**src/rtl/core/wpp_pkg.sv**
```systemverilog
`timescale 1ns / 1ps

package wpp_pkg;

	// payload widths
	localparam int REQ_W   = 2;
	localparam int POS_W   = 12;
	localparam int ANG_W   = 12;
	localparam int STEP_W  = 12;
	localparam int LIM_W   = 11;
	localparam int THR_W   = 11;
	localparam int CFG_IDX_W  = 2;
	localparam int CFG_DATA_W = 12;

	// default queue depth
	localparam int QUEUE_DEPTH_DEF = 8;

	// request codes
	localparam logic [REQ_W-1:0] REQ_GOTO = 2'd0;
	localparam logic [REQ_W-1:0] REQ_TICK = 2'd1;
	localparam logic [REQ_W-1:0] REQ_STOP = 2'd2;

	// register indexes
	localparam logic [CFG_IDX_W-1:0] REG_KEYPOINT_STEP    = 2'd0;
	localparam logic [CFG_IDX_W-1:0] REG_POSITION_LIMIT   = 2'd1;
	localparam logic [CFG_IDX_W-1:0] REG_ARRIVE_THRESHOLD = 2'd2;

	// register reset values
	localparam logic [STEP_W-1:0] STEP_RST = 12'd100;
	localparam logic [LIM_W-1:0]  LIM_RST  = 11'd1799;
	localparam logic [THR_W-1:0]  THR_RST  = 11'd10;

	// angle constants, tenths of a degree
	localparam logic [LIM_W-1:0] POS_MAX   = 11'd1799;
	localparam int               TURN      = 3600;
	localparam int               HALF_TURN = 1800;

	typedef logic signed [POS_W-1:0] pos_t;
	typedef logic [ANG_W-1:0]        ang_t;

	typedef enum logic [2:0] {
		ST_IDLE,
		ST_EVAL,
		ST_FILL,
		ST_RD_WAIT,
		ST_RD_LOAD,
		ST_RESULT
	} state_t;

	// controller to datapath
	typedef struct packed {
		logic accept;
		logic goto_init;
		logic tick_eval;
		logic stop;
		logic fill_step;
		logic fill_finish;
		logic rd_load;
		logic res_load;
	} dp_cmd_t;

	// datapath to controller
	typedef struct packed {
		logic [REQ_W-1:0] req_type;
		logic             fill_done;
		logic             tick_more;
	} dp_sts_t;

endpackage

```
**src/rtl/core/wpp_if.sv**
```systemverilog
`timescale 1ns / 1ps

// request channel
interface wpp_req_if import wpp_pkg::*; ();
	logic             valid;
	logic             ready;
	logic [REQ_W-1:0] req_type;
	pos_t             target_pos;
	ang_t             feedback_angle;

	modport source(output valid, req_type, target_pos, feedback_angle, input ready);
	modport sink(input valid, req_type, target_pos, feedback_angle, output ready);
endinterface

// result channel
interface wpp_res_if import wpp_pkg::*; ();
	logic valid;
	logic ready;
	logic cmd_valid;
	ang_t cmd_angle;
	logic arrived;
	logic busy_res;

	modport source(output valid, cmd_valid, cmd_angle, arrived, busy_res, input ready);
	modport sink(input valid, cmd_valid, cmd_angle, arrived, busy_res, output ready);
endinterface

// register write channel
interface wpp_cfg_if import wpp_pkg::*; ();
	logic                  valid;
	logic                  ready;
	logic [CFG_IDX_W-1:0]  index;
	logic [CFG_DATA_W-1:0] data;

	modport source(output valid, index, data, input ready);
	modport sink(input valid, index, data, output ready);
endinterface

```
**src/rtl/core/waypoint_position_planner_core.sv**
```systemverilog
`timescale 1ns / 1ps

// Waypoint planner for one axis. A goto item clamps its target to the
// position limit and builds a path of waypoints one keypoint step apart,
// through zero when the move changes side, keeping at most QUEUE_DEPTH of
// them; the first waypoint is issued as a single-turn angle. A tick item
// checks the feedback angle against the current waypoint and steps to the
// next one (or reports arrival) once the wrapped error is under the
// threshold. A stop item drops the active flag. Every item gives exactly
// one result. Items are handled one at a time. A goto walks its path in the
// fill state, one waypoint per cycle, since the queue has one write port,
// with one more fill step when the path runs through zero and the queue
// still has room there; a tick that moves on to a stored waypoint passes
// through a read wait and a read load state for one registered queue read.
// A pending result in the output register does not stop the next item from
// being taken, but that item waits for the register to empty before it
// finishes. Registers may be written at any time the block is idle; the
// register port is always ready.
module waypoint_position_planner_core import wpp_pkg::*; #(
	parameter int QUEUE_DEPTH = QUEUE_DEPTH_DEF
) (
	input  logic      clk,
	input  logic      arst_n,
	wpp_req_if.sink   req,
	wpp_res_if.source res,
	wpp_cfg_if.sink   cfg
);

	dp_cmd_t cmd;
	dp_sts_t sts;

	// sequencer
	wpp_ctrl u_ctrl (
		.clk       (clk),
		.arst_n    (arst_n),
		.in_valid  (req.valid),
		.in_ready  (req.ready),
		.out_valid (res.valid),
		.out_ready (res.ready),
		.cmd       (cmd),
		.sts       (sts)
	);

	// queue, position state and registers
	wpp_dp #(
		.QUEUE_DEPTH (QUEUE_DEPTH)
	) u_dp (
		.clk            (clk),
		.arst_n         (arst_n),
		.cmd            (cmd),
		.sts            (sts),
		.req_type       (req.req_type),
		.target_pos     (req.target_pos),
		.feedback_angle (req.feedback_angle),
		.cfg_valid      (cfg.valid),
		.cfg_ready      (cfg.ready),
		.cfg_index      (cfg.index),
		.cfg_data       (cfg.data),
		.cmd_valid      (res.cmd_valid),
		.cmd_angle      (res.cmd_angle),
		.arrived        (res.arrived),
		.busy_res       (res.busy_res)
	);

endmodule

```
**src/rtl/core/wpp_ctrl.sv**
```systemverilog
`timescale 1ns / 1ps

module wpp_ctrl import wpp_pkg::*; (
	input  logic    clk,
	input  logic    arst_n,
	input  logic    in_valid,
	output logic    in_ready,
	output logic    out_valid,
	input  logic    out_ready,
	output dp_cmd_t cmd,
	input  dp_sts_t sts
);

	state_t state_q, state_d;
	logic   out_valid_q;
	logic   slot_free;

	assign slot_free = !out_valid_q || out_ready;
	assign in_ready  = (state_q == ST_IDLE);
	assign out_valid = out_valid_q;

	// state register
	always_ff @(posedge clk or negedge arst_n) begin
		if (!arst_n) begin
			state_q <= ST_IDLE;
		end else begin
			state_q <= state_d;
		end
	end

	// next state
	always_comb begin
		state_d = state_q;
		case (state_q)
			ST_IDLE: begin
				if (in_valid) state_d = ST_EVAL;
			end
			ST_EVAL: begin
				case (sts.req_type)
					REQ_GOTO: state_d = ST_FILL;
					REQ_TICK: state_d = sts.tick_more ? ST_RD_WAIT : ST_RESULT;
					default:  state_d = ST_RESULT;
				endcase
			end
			ST_FILL: begin
				if (sts.fill_done) state_d = ST_RESULT;
			end
			ST_RD_WAIT: state_d = ST_RD_LOAD;
			ST_RD_LOAD: state_d = ST_RESULT;
			ST_RESULT: begin
				if (slot_free) state_d = ST_IDLE;
			end
			default: state_d = ST_IDLE;
		endcase
	end

	// commands to the datapath
	always_comb begin
		cmd = '0;
		case (state_q)
			ST_IDLE: cmd.accept = in_valid;
			ST_EVAL: begin
				case (sts.req_type)
					REQ_GOTO: cmd.goto_init = 1'b1;
					REQ_TICK: cmd.tick_eval = 1'b1;
					REQ_STOP: cmd.stop      = 1'b1;
					default:  cmd = '0;
				endcase
			end
			ST_FILL: begin
				if (sts.fill_done) cmd.fill_finish = 1'b1;
				else cmd.fill_step = 1'b1;
			end
			ST_RD_LOAD: cmd.rd_load  = 1'b1;
			ST_RESULT:  cmd.res_load = slot_free;
			default:    cmd = '0;
		endcase
	end

	// output valid holds until taken
	always_ff @(posedge clk or negedge arst_n) begin
		if (!arst_n) begin
			out_valid_q <= 1'b0;
		end else if (cmd.res_load) begin
			out_valid_q <= 1'b1;
		end else if (out_ready) begin
			out_valid_q <= 1'b0;
		end
	end

endmodule

```
**src/rtl/core/wpp_dp.sv**
```systemverilog
`timescale 1ns / 1ps

module wpp_dp import wpp_pkg::*; #(
	parameter int QUEUE_DEPTH = QUEUE_DEPTH_DEF
) (
	input  logic                  clk,
	input  logic                  arst_n,
	input  dp_cmd_t               cmd,
	output dp_sts_t               sts,
	input  logic [REQ_W-1:0]      req_type,
	input  pos_t                  target_pos,
	input  ang_t                  feedback_angle,
	input  logic                  cfg_valid,
	output logic                  cfg_ready,
	input  logic [CFG_IDX_W-1:0]  cfg_index,
	input  logic [CFG_DATA_W-1:0] cfg_data,
	output logic                  cmd_valid,
	output ang_t                  cmd_angle,
	output logic                  arrived,
	output logic                  busy_res
);

	localparam int AW = (QUEUE_DEPTH > 1) ? $clog2(QUEUE_DEPTH) : 1;
	localparam int CW = $clog2(QUEUE_DEPTH + 1);
	localparam logic [CW-1:0] DEPTH_C = CW'(QUEUE_DEPTH);

	// clamp to +/- lim
	function automatic pos_t clamp_pos(pos_t p, logic [LIM_W-1:0] lim);
		pos_t l;
		pos_t r;
		l = pos_t'({1'b0, lim});
		r = p;
		if (r > l) r = l;
		if (r < -l) r = -l;
		return r;
	endfunction

	// signed position to single-turn angle
	function automatic ang_t to_single(pos_t p);
		logic signed [POS_W:0] w;
		w = {p[POS_W-1], p};
		if (p < 0) w = w + (POS_W+1)'(TURN);
		return w[ANG_W-1:0];
	endfunction

	// registers
	logic [STEP_W-1:0] step_q;
	logic [LIM_W-1:0]  lim_q;
	logic [THR_W-1:0]  thr_q;

	logic [REQ_W-1:0] req_q;
	pos_t             tgt_q;
	ang_t             fb_q;

	pos_t mem [QUEUE_DEPTH];
	pos_t rd_data_q;

	logic [CW-1:0] fill_q;
	logic [CW-1:0] rdidx_q;
	pos_t          cur_q;
	pos_t          reached_q;
	logic          active_q;
	pos_t          p_q;
	pos_t          seg_to_q;
	pos_t          goal_q;
	logic          phase2_q;
	pos_t          first_q;
	logic          pend_cmd_q;
	logic          pend_arr_q;

	logic cmd_valid_q;
	ang_t cmd_angle_q;
	logic arrived_q;
	logic busy_q;

	// effective limit and clamped target
	logic [LIM_W-1:0] lim_eff;
	pos_t             tgt_clamp;
	logic             crossing;

	assign lim_eff   = (lim_q > POS_MAX) ? POS_MAX : lim_q;
	assign tgt_clamp = clamp_pos(tgt_q, lim_eff);
	assign crossing  = (reached_q > 0 && tgt_clamp < 0) || (reached_q < 0 && tgt_clamp > 0);

	// next waypoint of the current segment
	localparam int NW = POS_W + 2;
	logic [STEP_W-1:0]    step_eff;
	logic signed [NW-1:0] p_w, to_w, up_w, dn_w, nx_w;
	pos_t                 nx;
	logic                 seg_end;
	logic                 do_write;

	assign step_eff = (step_q == '0) ? STEP_W'(1) : step_q;
	assign p_w      = NW'(p_q);
	assign to_w     = NW'(seg_to_q);
	assign up_w     = p_w + $signed({2'b00, step_eff});
	assign dn_w     = p_w - $signed({2'b00, step_eff});

	always_comb begin
		if (seg_to_q < p_q) nx_w = (dn_w < to_w) ? to_w : dn_w;
		else nx_w = (up_w > to_w) ? to_w : up_w;
	end

	assign nx       = nx_w[POS_W-1:0];
	assign seg_end  = (p_q == seg_to_q);
	assign do_write = cmd.fill_step && !seg_end;

	// wrapped error against the current waypoint
	localparam int DW = ANG_W + 2;
	logic signed [DW-1:0] diff, diff_w;
	logic [DW-1:0]        err;
	logic                 reached;
	logic [CW-1:0]        rdidx_inc;

	assign diff = $signed({2'b00, fb_q}) - $signed({2'b00, to_single(cur_q)});

	always_comb begin
		diff_w = diff;
		if (diff > DW'(HALF_TURN)) diff_w = diff - DW'(TURN);
		else if (diff < -DW'(HALF_TURN)) diff_w = diff + DW'(TURN);
	end

	assign err       = (diff_w < 0) ? DW'(-diff_w) : DW'(diff_w);
	assign reached   = err < DW'(thr_q);
	assign rdidx_inc = rdidx_q + CW'(1);

	assign sts.req_type  = req_q;
	assign sts.fill_done = (fill_q == DEPTH_C) || (seg_end && !phase2_q);
	assign sts.tick_more = active_q && reached && (rdidx_inc < fill_q);

	// configuration registers
	assign cfg_ready = 1'b1;

	always_ff @(posedge clk or negedge arst_n) begin
		if (!arst_n) begin
			step_q <= STEP_RST;
			lim_q  <= LIM_RST;
			thr_q  <= THR_RST;
		end else if (cfg_valid) begin
			case (cfg_index)
				REG_KEYPOINT_STEP:    step_q <= cfg_data;
				REG_POSITION_LIMIT:   lim_q  <= cfg_data[LIM_W-1:0];
				REG_ARRIVE_THRESHOLD: thr_q  <= cfg_data[THR_W-1:0];
				default:              step_q <= step_q;
			endcase
		end
	end

	// item payload capture
	always_ff @(posedge clk) begin
		if (cmd.accept) begin
			req_q <= req_type;
			tgt_q <= target_pos;
			fb_q  <= feedback_angle;
		end
	end

	// waypoint queue
	always_ff @(posedge clk) begin
		if (do_write) mem[fill_q[AW-1:0]] <= nx;
		rd_data_q <= mem[rdidx_q[AW-1:0]];
	end

	// segment walker payload
	always_ff @(posedge clk) begin
		if (cmd.goto_init) begin
			goal_q   <= tgt_clamp;
			p_q      <= reached_q;
			seg_to_q <= crossing ? '0 : tgt_clamp;
		end else if (cmd.fill_step) begin
			if (!seg_end) begin
				p_q <= nx;
				if (fill_q == '0) first_q <= nx;
			end else begin
				seg_to_q <= goal_q;
			end
		end
	end

	// planner state
	always_ff @(posedge clk or negedge arst_n) begin
		if (!arst_n) begin
			fill_q     <= '0;
			rdidx_q    <= '0;
			cur_q      <= '0;
			reached_q  <= '0;
			active_q   <= 1'b0;
			phase2_q   <= 1'b0;
			pend_cmd_q <= 1'b0;
			pend_arr_q <= 1'b0;
		end else begin
			if (cmd.accept) begin
				pend_cmd_q <= 1'b0;
				pend_arr_q <= 1'b0;
			end
			if (cmd.goto_init) begin
				fill_q   <= '0;
				rdidx_q  <= '0;
				phase2_q <= crossing;
			end
			if (cmd.fill_step) begin
				if (!seg_end) fill_q <= fill_q + CW'(1);
				else phase2_q <= 1'b0;
			end
			if (cmd.fill_finish) begin
				active_q <= (fill_q != '0);
				if (fill_q != '0) begin
					cur_q      <= first_q;
					pend_cmd_q <= 1'b1;
				end
			end
			if (cmd.tick_eval) begin
				if (!active_q) begin
					pend_arr_q <= 1'b1;
				end else if (reached) begin
					reached_q <= cur_q;
					rdidx_q   <= rdidx_inc;
					if (rdidx_inc >= fill_q) begin
						active_q   <= 1'b0;
						pend_arr_q <= 1'b1;
					end
				end
			end
			if (cmd.stop) active_q <= 1'b0;
			if (cmd.rd_load) begin
				cur_q      <= rd_data_q;
				pend_cmd_q <= 1'b1;
			end
		end
	end

	// result register
	always_ff @(posedge clk) begin
		if (cmd.res_load) begin
			cmd_valid_q <= pend_cmd_q;
			cmd_angle_q <= pend_cmd_q ? to_single(clamp_pos(cur_q, lim_eff)) : '0;
			arrived_q   <= pend_arr_q;
			busy_q      <= active_q;
		end
	end

	assign cmd_valid = cmd_valid_q;
	assign cmd_angle = cmd_angle_q;
	assign arrived   = arrived_q;
	assign busy_res  = busy_q;

	// checks
	a_fill_bound: assert property (@(posedge clk) disable iff (!arst_n)
		fill_q <= DEPTH_C)
		else $error("queue fill count beyond depth");

	// a tick on an active planner always has a waypoint left
	a_active_index: assert property (@(posedge clk) disable iff (!arst_n)
		(cmd.tick_eval && active_q) |-> (rdidx_q < fill_q))
		else $error("active planner with no waypoint left");

	a_pend_excl: assert property (@(posedge clk) disable iff (!arst_n)
		!(pend_cmd_q && pend_arr_q))
		else $error("command and arrival pending together");

endmodule

```
**src/flat_wrapper.sv**
```systemverilog
// flat-port wrapper written by rule: the top's interface ports become plain ports
module waypoint_position_planner_core_flat import wpp_pkg::*;
#(
	parameter int QUEUE_DEPTH = QUEUE_DEPTH_DEF
)
  (clk, arst_n, req_valid, req_req_type, req_target_pos, req_feedback_angle, req_ready, res_valid, res_cmd_valid, res_cmd_angle, res_arrived, res_busy_res, res_ready, cfg_valid, cfg_index, cfg_data, cfg_ready);
  wpp_req_if req_i ();
  wpp_res_if res_i ();
  wpp_cfg_if cfg_i ();
  input  logic clk;
  input  logic arst_n;
  input wire logic [$bits(req_i.valid)-1:0] req_valid;
  input wire logic [$bits(req_i.req_type)-1:0] req_req_type;
  input wire logic [$bits(req_i.target_pos)-1:0] req_target_pos;
  input wire logic [$bits(req_i.feedback_angle)-1:0] req_feedback_angle;
  output wire logic [$bits(req_i.ready)-1:0] req_ready;
  output wire logic [$bits(res_i.valid)-1:0] res_valid;
  output wire logic [$bits(res_i.cmd_valid)-1:0] res_cmd_valid;
  output wire logic [$bits(res_i.cmd_angle)-1:0] res_cmd_angle;
  output wire logic [$bits(res_i.arrived)-1:0] res_arrived;
  output wire logic [$bits(res_i.busy_res)-1:0] res_busy_res;
  input wire logic [$bits(res_i.ready)-1:0] res_ready;
  input wire logic [$bits(cfg_i.valid)-1:0] cfg_valid;
  input wire logic [$bits(cfg_i.index)-1:0] cfg_index;
  input wire logic [$bits(cfg_i.data)-1:0] cfg_data;
  output wire logic [$bits(cfg_i.ready)-1:0] cfg_ready;
  assign req_i.valid = req_valid;
  assign req_i.req_type = req_req_type;
  assign req_i.target_pos = req_target_pos;
  assign req_i.feedback_angle = req_feedback_angle;
  assign req_ready = req_i.ready;
  assign res_valid = res_i.valid;
  assign res_cmd_valid = res_i.cmd_valid;
  assign res_cmd_angle = res_i.cmd_angle;
  assign res_arrived = res_i.arrived;
  assign res_busy_res = res_i.busy_res;
  assign res_i.ready = res_ready;
  assign cfg_i.valid = cfg_valid;
  assign cfg_i.index = cfg_index;
  assign cfg_i.data = cfg_data;
  assign cfg_ready = cfg_i.ready;
  waypoint_position_planner_core #(.QUEUE_DEPTH(QUEUE_DEPTH)) u_core (.clk(clk), .arst_n(arst_n), .req(req_i), .res(res_i), .cfg(cfg_i));
endmodule
```
**config.mk**
```make
export PLATFORM = sky130hd
export DESIGN_NAME = waypoint_position_planner_core_flat
export DESIGN_NICKNAME = d
export VERILOG_FILES = /design/src/rtl/core/wpp_pkg.sv /design/src/rtl/core/wpp_if.sv /design/src/rtl/core/waypoint_position_planner_core.sv /design/src/rtl/core/wpp_ctrl.sv /design/src/rtl/core/wpp_dp.sv /design/src/flat_wrapper.sv
export SDC_FILE = /design/constraint.sdc
export NUM_CORES = 1
export LEC_CHECK = 0
export ABC_AREA = 1
export BUFFER_PORTS_ARGS = -buffer_cell sky130_fd_sc_hd__buf_2
export CAP_MARGIN = 20
export CORE_MARGIN = 3
export CORE_UTILIZATION = 57
export DETAILED_ROUTE_END_ITERATION = 16
export PLACE_DENSITY_LB_ADDON = 0.1
export SLEW_MARGIN = 0
export SYNTH_ARGS = -nofsm -noshare
export SYNTH_HDL_FRONTEND = slang
export SYNTH_SLANG_ARGS = --single-unit
export TNS_END_PERCENT = 50
```
**constraint.sdc**
```tcl
create_clock -name clk -period 4.69 [get_ports clk]
set_input_delay 0.2345 -clock clk [delete_from_list [all_inputs] [get_ports clk]]
set_output_delay 0.2345 -clock clk [all_outputs]
set_load 0.005 [all_outputs]
```
==> impl_metrics.tcl <==
set metrics [dict create \
    worstMarginPinSlew_ns 1.06 \
    wire_length_of_the_first_global_routing_pass_um 73700 \
    postLayoutCoreUtil 0.791 \
    timing.final.crit_period_ns 4.90 \
    criticalPathCategory "flop to flop" \
    synth-seq-area-share 0.455 \
    std_cell_rows 62 \
    cts.sink_count 271 \
    ctsRootBufferMaster "clkbuf_16" \
    num-fill-cells 1841 \
    layout.cells.most_common_list "nand2_1 (343), buf_4 (243), inv_1 (220), edfxtp_1 (185), nor2_1 (168)" \
    place_congestion 0.990 \
    clk_path_buf_depth 3 \
    drt_first_pass_iters 6 \
    slew-limit-headroom 0.291 \
    drive_above_1_share 0.330 \
    yosys.cell_types.count 66 \
    final_nets 2509 \
    timing_max_transition_violations_final 0 \
    synthesis.area_mm2 0.0169 \
    postLayoutSetupSlackWorst_ns -0.208 \
    wl_per_cell_um 19.0 \
    latest_clock_arrival_within_the_worst_skew_pair_ns 0.57 \
    cp_max_fo 6 \
    hold_crit_class "primary input to flop" \
    top_level_i_o_count 63 \
    cts.reportedPaths.clkPinSlew_ns 0.07 \
    synth_nets 2145 \
    flow.area_growth_from_synthesis_pct 35.7 \
    synth.ff_latch_count 271 \
    dpl.cell_count 2569 \
    floorplan.die.height_um 178 \
    layout_worst_path_cycle_share 1.04 \
    drtIter0Drc 1394 \
    failing_checks "setup timing" \
    cap_viol_max_count 0 \
    floorplan.initialDensity 0.582 \
    mostFrequentLayoutCell "nand2_1" \
    postSynthCellCount 1953 \
    dr_total_vias 15516 \
    cts_made_buffers 29 \
    seq_area_mm2 0.00766 \
    n_antenna_cell 0 \
    postSynth.asyncResetShare 0.273 \
    crit_path_start_kind "flop" \
    via_count_of_the_first_global_routing_pass 14262 \
    postSynth.topFlopCell "edfxtp_1" \
    layoutNonFillerInstCount 2724 \
    synth-edff-count 185 \
    worst_path_required_time_ns 5.15 \
    grt_setup_unrepaired "true" \
    initial_antenna_violation_count 0 \
    crit_path_max_incr_delay_ns 0.47 \
    antenna_left 0 \
    post-dp-hpwl_um 34000 \
    multi_input_area_mm2 0.00953 \
    cp-end-kind "flop" \
    drc 0 \
    fmaxAchievable_mhz 204 \
    buffer_ports.inserted 61 \
    yosysWarnings 0 \
    critPathSlowestCell "dfrtp_1" \
    cts_tree "yes" \
    grt_max_degree 75 \
    die-area_mm2 0.0317 \
    fin_skew_ns 0.0154 \
    htreeDepth 1 \
    synth_area_per_cell_um2 8.63 \
    avgViaCountPerCell 5.70 \
    die_x_um 178 \
    globalRouteTotalUtil 0.297 \
    finalHoldViolCount 0 \
    detail_route.wirelength_um 51600 \
    finalSetupViolations 87 \
    core_region_area_mm2 0.0289 \
    run_status "finished, violations left" \
    worst-endpoint-arrival_ns 5.36 \
    grt_overflow 0 \
]
flip-flops by register name (all words and copies together), names as in the netlist, 12 cells and up:
| signal | count |
|---|---|
| u_core.u_dp.mem | 96 |
| u_core.u_dp.cur_q | 12 |
| u_core.u_dp.goal_q | 12 |
| u_core.u_dp.seg_to_q | 12 |
| u_core.u_dp.tgt_q | 12 |
| u_core.u_dp.reached_q | 12 |
| u_core.u_dp.cmd_angle | 12 |
| u_core.u_dp.p_q | 12 |
| u_core.u_dp.rd_data_q | 12 |
| u_core.u_dp.fb_q | 12 |
| u_core.u_dp.first_q | 12 |
| u_core.u_dp.step_q | 12 |
layer usage:
metal  up-vias  GRT usage  routed length, um  share of wire
li1       7271          -                  -              -
met1      7387      0.401              21100           0.41
met2       696      0.488              24400           0.47
met3       162     0.0499               4020          0.078
met4         0      0.100               2070          0.040
met5         -          0                  0              0
kinds of logic (layout without fill, tap and decap cells):
group	count (synthesis)	count (layout)	share of synthesized area
AO/OA/AOI/OAI	366	366	0.125
XOR/XNOR	57	57	0.0316
adder cells (fa/ha/maj)	147	147	0.110
buffers and inverters	315	698	0.0728
flip-flops	271	271	0.455
other	1	1	0.000223
AND/OR/NAND/NOR	796	800	0.205
timing repair:
action,4_1_cts,5_1_grt
gates resized for setup,87,352
hold endpoints to repair,98,0
gates cloned,3,8
buffers inserted,15,41
endpoints found under the setup margin,151,161
pin swaps,41,119
hold buffers,35,0
per-stage QoR:
step                      hold slack (ns)  cell area, um2  setup WS [ns]  setup TNS [ns]
after CTS                         0.00594           21100         -0.165           -2.19
after floorplan                   -0.0611           16900         0.0200               0
after global placement              0.411           19200         -0.346          -14.47
after detailed placement            0.413           19200         -0.467          -24.47
final                              0.0119           22900         -0.208           -5.75
after global routing               0.0172           22900         -0.442          -39.37
cells in the mapped netlist (3+ instances only):
cell type / count / share of area
nand2_1: 415 / 0.092
inv_1: 242 / 0.054
nor2_1: 191 / 0.043
edfxtp_1: 185 / 0.33
o21ai_0: 167 / 0.050
ha_1: 144 / 0.11
a21oi_1: 98 / 0.029
nand3_1: 85 / 0.025
dfrtp_1: 63 / 0.094
clkbuf_1: 50 / 0.011
xor2_1: 46 / 0.024
a31oi_1: 26 / 0.0097
nand2_2: 23 / 0.0085
o21ai_2: 20 / 0.010
nor3_1: 16 / 0.0048
o22ai_1: 16 / 0.0059
nand4_1: 15 / 0.0056
dfxtp_1: 12 / 0.014
dfstp_2: 11 / 0.017
nand3_2: 10 / 0.0059
inv_2: 9 / 0.0020
nand2_4: 8 / 0.0053
xnor2_1: 8 / 0.0042
nor2_2: 6 / 0.0022
nor4_1: 6 / 0.0022
buf_6: 5 / 0.0033
nand3b_1: 5 / 0.0022
o21a_1: 5 / 0.0022
buf_1: 4 / 0.00089
o211ai_1: 4 / 0.0018
o21bai_1: 4 / 0.0018
or2_2: 4 / 0.0015
a21oi_2: 3 / 0.0016
and2_1: 3 / 0.0011
buf_2: 3 / 0.00089
fa_1: 3 / 0.0036
o31ai_1: 3 / 0.0013
final cells by class:
class,count,share of cell area
Clock inverter,17,0.00552
Inverter,252,0.0423
Tap cell,384,0.0210
Multi-Input combinational cell,1371,0.417
Timing Repair Buffer,391,0.142
Sequential cell,271,0.335
Clock buffer,37,0.0371
Timing Repair inverter,1,0.000273
final timing paths:
path,startpoint,endpoint,slack [ns],cells past startpoint
setup reg to reg,u_core.u_dp.cur_q[6],u_core.u_dp.reached_q[2],-0.21,32
setup / recovery,u_core.u_dp.cur_q[6],u_core.u_dp.reached_q[2],-0.21,32
min in group asynchronous,arst_n,u_core.u_dp.step_q[8],0.34,2
hold reg to reg,u_core.u_dp.rd_data_q[1],u_core.u_dp.cur_q[1],0.46,2
max in group asynchronous,arst_n,u_core.u_dp.cur_q[0],3.65,2
hold / removal,cfg_data[5],u_core.u_dp.step_q[5],0.01,3
worst max-delay path, delay by kind of cell, from the launching register on:
kind                       cells  cell delay [ns]
buffers and inverters          7             0.91
DFF                            1             0.47
adders and majority gates      2             0.49
AOI/OAI and AO/OA              6             1.03
and+or+nand+nor               14             1.39
xor gates and xnor gates       3             0.50
Power is not shown: default switching activity piles up to over one toggle a cycle in this logic, so the estimate is an artifact.
